==> src/tmrls_pkg.sv <==
// Package for the thrust model RLS estimator: types, constants and codes.
`default_nettype none
package tmrls_pkg;

  localparam int unsigned QueueDepthDef = 128;

  localparam logic [21:0] GravityRst   = 22'd642908;
  localparam logic [15:0] HoverFracRst = 16'd32768;
  localparam logic [30:0] ForgetRst    = 31'd1071594340;
  localparam logic [9:0]  WinLowRst    = 10'd35;
  localparam logic [9:0]  WinHighRst   = 10'd45;

  // One million in Q24.40.
  localparam logic [63:0] CovInit = 64'd1000000 << 40;

  typedef enum logic [1:0] {
    KIND_RECORD   = 2'd0,
    KIND_ESTIMATE = 2'd1,
    KIND_RESEED   = 2'd2,
    KIND_NONE     = 2'd3
  } kind_t;

  typedef enum logic [2:0] {
    REG_GRAVITY   = 3'd0,
    REG_HOVER     = 3'd1,
    REG_FORGET    = 3'd2,
    REG_WIN_LOW   = 3'd3,
    REG_WIN_HIGH  = 3'd4
  } reg_idx_t;

  typedef struct packed {
    logic [1:0]  kind;
    logic [31:0] time_ms;
    logic [31:0] thrust_value;
    logic [31:0] accel_z;
  } in_item_t;

  typedef struct packed {
    logic        updated;
    logic [31:0] slope_estimate;
    logic [15:0] hover_estimate;
    logic [7:0]  queue_count;
  } out_item_t;

  // Divider request and status between the top level and the divider.
  typedef struct packed {
    logic         start;
    logic [127:0] num;
    logic [63:0]  den;
  } div_req_t;

  typedef struct packed {
    logic        done;
    logic [63:0] quot;
  } div_rsp_t;

endpackage
`default_nettype wire

==> src/tmrls_div.sv <==
// Restoring radix-2 divider, 128-bit dividend by 64-bit divisor, one bit per cycle.
`default_nettype none
module tmrls_div (
  input  wire                  clk,
  input  wire                  rst_n,
  input  tmrls_pkg::div_req_t  req,
  output tmrls_pkg::div_rsp_t  rsp
);
  import tmrls_pkg::*;

  logic         busy_r, busy_nxt;
  logic [6:0]   cnt_r, cnt_nxt;
  logic [127:0] num_r, num_nxt;
  logic [127:0] quo_r, quo_nxt;
  logic [63:0]  rem_r, rem_nxt;
  logic [63:0]  den_r;
  logic         done_r, done_nxt;
  logic [64:0]  shifted;
  logic [64:0]  diff;

  // One quotient bit per cycle, most significant first.
  always_comb begin
    busy_nxt = busy_r;
    cnt_nxt  = cnt_r;
    num_nxt  = num_r;
    quo_nxt  = quo_r;
    rem_nxt  = rem_r;
    done_nxt = 1'b0;
    shifted  = {rem_r, num_r[127]};
    diff     = shifted - {1'b0, den_r};
    if (req.start) begin
      busy_nxt = 1'b1;
      cnt_nxt  = 7'd0;
      num_nxt  = req.num;
      quo_nxt  = '0;
      rem_nxt  = '0;
    end else if (busy_r) begin
      num_nxt = {num_r[126:0], 1'b0};
      if (!diff[64]) begin
        rem_nxt = diff[63:0];
        quo_nxt = {quo_r[126:0], 1'b1};
      end else begin
        rem_nxt = shifted[63:0];
        quo_nxt = {quo_r[126:0], 1'b0};
      end
      cnt_nxt = cnt_r + 7'd1;
      if (cnt_r == 7'd127) begin
        busy_nxt = 1'b0;
        done_nxt = 1'b1;
      end
    end
  end

  always_ff @(posedge clk) begin
    if (!rst_n) begin
      busy_r <= 1'b0;
      done_r <= 1'b0;
      cnt_r  <= '0;
    end else begin
      busy_r <= busy_nxt;
      done_r <= done_nxt;
      cnt_r  <= cnt_nxt;
    end
    num_r <= num_nxt;
    quo_r <= quo_nxt;
    rem_r <= rem_nxt;
    if (req.start) den_r <= req.den;
  end

  assign rsp.done = done_r;
  assign rsp.quot = (quo_r[127:64] != '0) ? '1 : quo_r[63:0];

endmodule
`default_nettype wire

==> config.mk <==
export PLATFORM = sky130hd
export DESIGN_NAME = tmrls_div
export DESIGN_NICKNAME = d
export VERILOG_FILES = /design/src/tmrls_pkg.sv /design/src/tmrls_div.sv
export SDC_FILE = /design/constraint.sdc
export NUM_CORES = 1
export LEC_CHECK = 0
export BUFFER_PORTS_ARGS = -buffer_cell sky130_fd_sc_hd__buf_2
export CORE_MARGIN = 2
export CORE_UTILIZATION = 41
export DETAILED_ROUTE_END_ITERATION = 10
export PLACE_DENSITY_LB_ADDON = 0.15
export SLEW_MARGIN = 20
export SYNTH_ARGS = -nofsm -noshare
export SYNTH_HDL_FRONTEND = slang
export SYNTH_SLANG_ARGS = --single-unit
export TNS_END_PERCENT = 10
==> constraint.sdc <==
create_clock -name clk -period 4.45 [get_ports clk]
set_input_delay 0.445 -clock clk [delete_from_list [all_inputs] [get_ports clk]]
set_output_delay 0.445 -clock clk [all_outputs]
set_load 0.03 [all_outputs]
# Word level (Yosys, flattened, before mapping)
# Index checks and enable logic that the tools add are counted.
word_totals:
  regBits: 393
  elab_cells: 25
  output_inout_bits: 65
  inputBits: 195
classes:
  n_bitwise: 2
  mux: 9
  reduce_logical: 4
  n_addsub: 2
  n_eq_ne: 1
ops:
  columns: ["op", "count"]
  rows:
  - ["$mux W128", 2]
  - ["$mux W64", 2]
  - ["$sub A65 B64 Y65", 1]
  - ["$reduce_bool A64 Y1", 1]
  - ["$add A7 B1 Y7 const B", 1]
  - ["$eq A7 B7 Y1 const B", 1]
  - ["$mux W1", 5]
  - ["$reduce_or A3 Y1", 1]
  - ["$not A1 Y1", 2]
  - ["$reduce_bool A2 Y1", 1]
  - ["$reduce_or A2 Y1", 1]

# Longest topological paths before layout
depth:
  depth_word: 4
  depth_mapped: 16
  mapped_depth_nobuf: 14

# Worst setup path after synthesis
# Ideal clock, no wire load.
synth_timing:
  path_kind: "input-to-reg"
  startpoint: "in req[192] (netlist bit)"
  endpoint: "reg rem_r[63]"
  stages: 5
  slack_ns: 0.333
  arrival_time_ns: 3.860
  t_required_ns: 4.193
  setup_time_ns: 0.257
  n_path_buf: 2
  path_cell_list: "clkbuf_1 -> clkbuf_1 -> nor2_1 -> inv_1 -> o221ai_1"
synth_rtl:
  columns: ["element", "line_no", "text"]
  rows:
  - ["start: declaration", "tmrls_div.sv:6", "input tmrls_pkg::div_req_t req,"]
  - ["end signal: assignment", "tmrls_div.sv:66", "rem_r <= rem_nxt;"]
  - ["end: declaration", "tmrls_div.sv:15", "logic [63:0] rem_r, rem_nxt;"]

# Final worst setup path
layout_timing:
  startpoint: "reg num_r[127]"
  endpoint: "reg rem_r[45]"
layout_via:
  elab_chain_cells: 2
layout_lines:
  columns: ["element", "line_no", "text"]
  rows:
  - ["start: declaration", "tmrls_div.sv:13", "logic [127:0] num_r, num_nxt;"]
  - ["start signal: assignment", "tmrls_div.sv:64", "num_r <= num_nxt;"]
  - ["$sub A65 B64 Y65", "tmrls_div.sv:30", "diff = shifted - {1'b0, den_r};"]
  - ["$mux W64", "tmrls_div.sv:39", "if (!diff[64]) begin"]
# Every way passes these cells.
# A chain may end at the register's enable or synchronous reset.

==> impl_metrics.sql <==
INSERT INTO impl_metrics (metric_group, metric, value, unit) VALUES
('clocking', 'buffer_depth_of_the_longest_clock_path', '3', ''),
('floorplan', 'die_area', '49300', 'µm²'),
('global_routing', 'grt_pass1_vias', '14200', ''),
('yosys', 'synth_enable_flop_cells', '192', ''),
('clocking', 'cts-buffers-inserted', '45', ''),
('power', 'switching_part_of_the_total_power', '24.7', '%'),
('yosys', 'post_synth_and_or_nand_nor_area_fraction', '12.9', '%'),
('timing', 'maxClockFrequency', '0.243', 'GHz'),
('yosys', 'yosysMostFrequentCell', 'nor2_1', ''),
('cells_and_area', 'drive_gt1_share', '22.4', '%'),
('critical_path', 'critPathCapture', 'rem_r[45]', ''),
('power', 'seq_power_share', '45.7', '%'),
('critical_path', 'worst_r2r_endpoint', 'rem_r[45]', ''),
('clocking', 'post-cts-setup-buffers', '0', ''),
('floorplan', 'initial_core_util', '41.7', '%'),
('clocking', 'post_cts.resized_instances', '0', ''),
('detailed_routing', 'top_layer_used', 'met5', ''),
('detailed_routing', 'detailroute.wirelength.met3', '3.37', 'mm'),
('critical_path', 'critical_path.startpoint', 'num_r[127]', ''),
('yosys', 'syn_inst', '1877', ''),
('timing', 'hold_viol_final', '0', ''),
('min_path', 'hold_class', 'input pin to flip-flop', ''),
('timing', 'total_of_endpoints_with_negative_setup_slack_in_the_final_report', '0', ''),
('timing', 'finalWorstPathRequiredPeriod', '4.12', 'ns'),
('yosys', 'mappedNetlistNets', '2138', ''),
('timing', 'slew-limit-headroom', '18.5', '%'),
('floorplan', 'die-height', '222', 'µm'),
('clocking', 'htree_num_levels', '2', ''),
('detailed_routing', 'detail_route.wl_per_cell', '16.5', 'µm'),
('timing', 'rsz0062_at_grt', 'no', ''),
('critical_path', 'crit_path_top_delay_cell', 'o31a_1', ''),
('place', 'port-buffer-count', '259', ''),
('timing', 'timing.final.crit_share', '92.6', '%'),
('critical_path', 'reg2reg_setup_slack', '0.33', 'ns'),
('timing', 'fin_worst_skew', '0.0246', 'ns'),
('detailed_routing', 'met2_wirelength', '20.6', 'mm'),
('yosys', 'ranking_of_synthesized_cells_by_area', 'edfxtp_1 (30%), dfxtp_1 (21%), mux2_2 (7.3%)', ''),
('critical_path', 'path_class', 'flip-flop to flip-flop', ''),
('detailed_routing', 'dr_total_vias', '14200', ''),
('floorplan', 'ios', '260', ''),
('clocking', 'tritoncts_clock_tree', 'yes', ''),
('place', 'postPlaceCellArea', '21200', 'µm²'),
('power', 'p_sw', '2230', 'µW'),
('critical_path', 'cells_on_worst_reg2reg_path', '14', ''),
('power', 'share_clk_of_total_power', '41.3', '%'),
('clocking', 'cts_hold_bufs', '0', ''),
('detailed_routing', 'vias_per_cell', '5.20', ''),
('cells_and_area', 'fin_area', '22800', 'µm²'),
('critical_path', 'cp-start-kind', 'flip-flop', ''),
('detailed_routing', 'drtAntennaViolNets', '0', ''),
('global_routing', 'global_route_wire_length_before_repair', '73.3', 'mm'),
('detailed_routing', 'drtPass1Iterations', '5', ''),
('clocking', 'clk_transition_reported_paths', '0.06', 'ns'),
('power', 'total_leakage_power', '0.00972', 'µW'),
('detailed_routing', 'drt_wl_total', '45.0', 'mm'),
('critical_path', 'required', '4.85', 'ns'),
('global_routing', 'pin_count_of_the_biggest_net_entering_global_routing', '183', ''),
('status', 'run_status', 'finished, final reports clean', ''),
('yosys', 'yosysUniqueCellTypes', '65', ''),
('global_routing', 'grt-ovfl-total', '0', ''),
('yosys', 'synth_top_area_cell', 'edfxtp_1', ''),
('critical_path', 'critical_path.cell_chain', 'inv_1 > ha_1 > fa_1 > nand2b_1 > a21oi_2 > o211ai_2 > o31a_1 > o21ba_1 > o31a_1 > o21a_2 > o311ai_4 > buf_4 > mux2i_1 > a211oi_1', ''),
('critical_path', 'slowest_delay', '0.41', 'ns'),
('clocking', 'cts_num_sinks', '393', ''),
('yosys', 'synth-main-ff-cell', 'dfxtp_1', ''),
('power', 'peakVddDrop', '306', 'µV'),
('cells_and_area', 'finish.net_count', '2347', ''),
('detailed_routing', 'drt-initial-drc-count', '845', ''),
('yosys', 'synth.area.mux_share', '14.5', '%'),
('global_routing', 'antenna_found_initial', '19', ''),
('yosys', 'most_frequent_cells_after_synthesis', 'nor2_1 (263), dfxtp_1 (201), edfxtp_1 (192)', '');
## final cells by class
class | instances | area (µm²)
clock inverter | 11 | 110
tap | 607 | 759
fill | 4394 | 24000
antenna | 7 | 17.5
inverter | 89 | 337
multi-input combinational | 1286 | 8910
clock buffer | 72 | 1400
sequential | 393 | 9790
timing repair buffer | 271 | 1450
## per-stage QoR
step                total power (µW)  util [%]  hold WS, ns  setup WS, ns  cells
floorplan                       5050         -        0.430         0.333   1877
global placement                5370      45.4        0.466         0.489   2646
detailed placement              5390      45.4        0.479         0.382   2646
CTS                             9190      48.7       0.0121         0.357   2729
global route                    9470      48.7       0.0209         0.115   2732
finish                          9050      48.7       0.0530         0.331   2736
## cells by family (layout without fill, tap and decap cells)
| family | Yosys count | count (layout) |
|---|---|---|
| other | 0 | 7 |
| XOR/XNOR | 59 | 59 |
| AND/OR/NAND/NOR | 542 | 542 |
| flip-flops | 393 | 393 |
| buffers and inverters | 198 | 443 |
| adder cells (fa/ha/maj) | 66 | 66 |
| AO/OA/AOI/OAI | 353 | 353 |
| multiplexers | 266 | 266 |
## worst min-delay path by stage
stage,slack (ns),startpoint,endpoint,depth (start not counted)
6_report,0.05,req[33],den_r[33],1
5_1_grt,0.02,req[41],den_r[41],1
4_1_cts,0.01,req[33],den_r[33],1
3_5_place_dp,0.48,rem_r[49],rem_r[49],2
3_3_place_gp,0.47,cnt_r[6],cnt_r[6],2
2_1_floorplan,0.43,quo_r[0],quo_r[0],2
## flip-flops by register name (all words and copies together) (netlist names)
name / count
busy_r: 1
cnt_r: 7
den_r: 64
done_r: 1
num_r: 128
quo_r: 128
rem_r: 64
## power groups by stage
stage / Combinational, µW / Clock, µW / Sequential, µW
detailed placement: 1180 / 0 / 4210
CTS: 1180 / 3870 / 4140
global placement: 1170 / 0 / 4210
finish: 1180 / 3730 / 4130
global route: 1310 / 4000 / 4150
floorplan: 872 / 0 / 4180
## placed cells by master (no fill, tap or decap), types with 6 or more instances in the layout
master / n
nor4_1: 21
edfxtp_1: 192
and3_1: 8
a21oi_1: 135
nand2_1: 90
o211ai_1: 12
o21ai_0: 64
clkbuf_1: 13
nand2b_1: 80
mux2i_1: 139
a211oi_1: 43
xnor2_1: 32
nand4_1: 35
nor2_1: 263
clkbuf_8: 10
a31oi_1: 7
a21o_1: 18
xor2_1: 27
diode_2: 7
dfxtp_1: 200
o211a_1: 11
mux2_2: 127
buf_2: 258
buf_4: 8
nor2b_1: 6
ha_1: 65
o21bai_1: 16
clkbuf_16: 48
nor3_1: 13
inv_1: 88
nand3_1: 6
## worst max-delay path: cells and delay by family, from the launching register on
kind / cells / cell delay, ns
compound gates: 8 / 2.06
fa+ha+maj: 2 / 0.61
buf+inv: 2 / 0.46
mux: 1 / 0.26
simple gates: 1 / 0.19
flops: 1 / 0.35
## routing by layer
layer | vias to the layer above | GRT usage (%)
li1 | 7145 | -
met1 | 6652 | 22.6
met2 | 314 | 29.3
met3 | 101 | 6.14
met4 | 20 | 5.65
met5 | - | 0
Power figures use the tool's default switching activity.
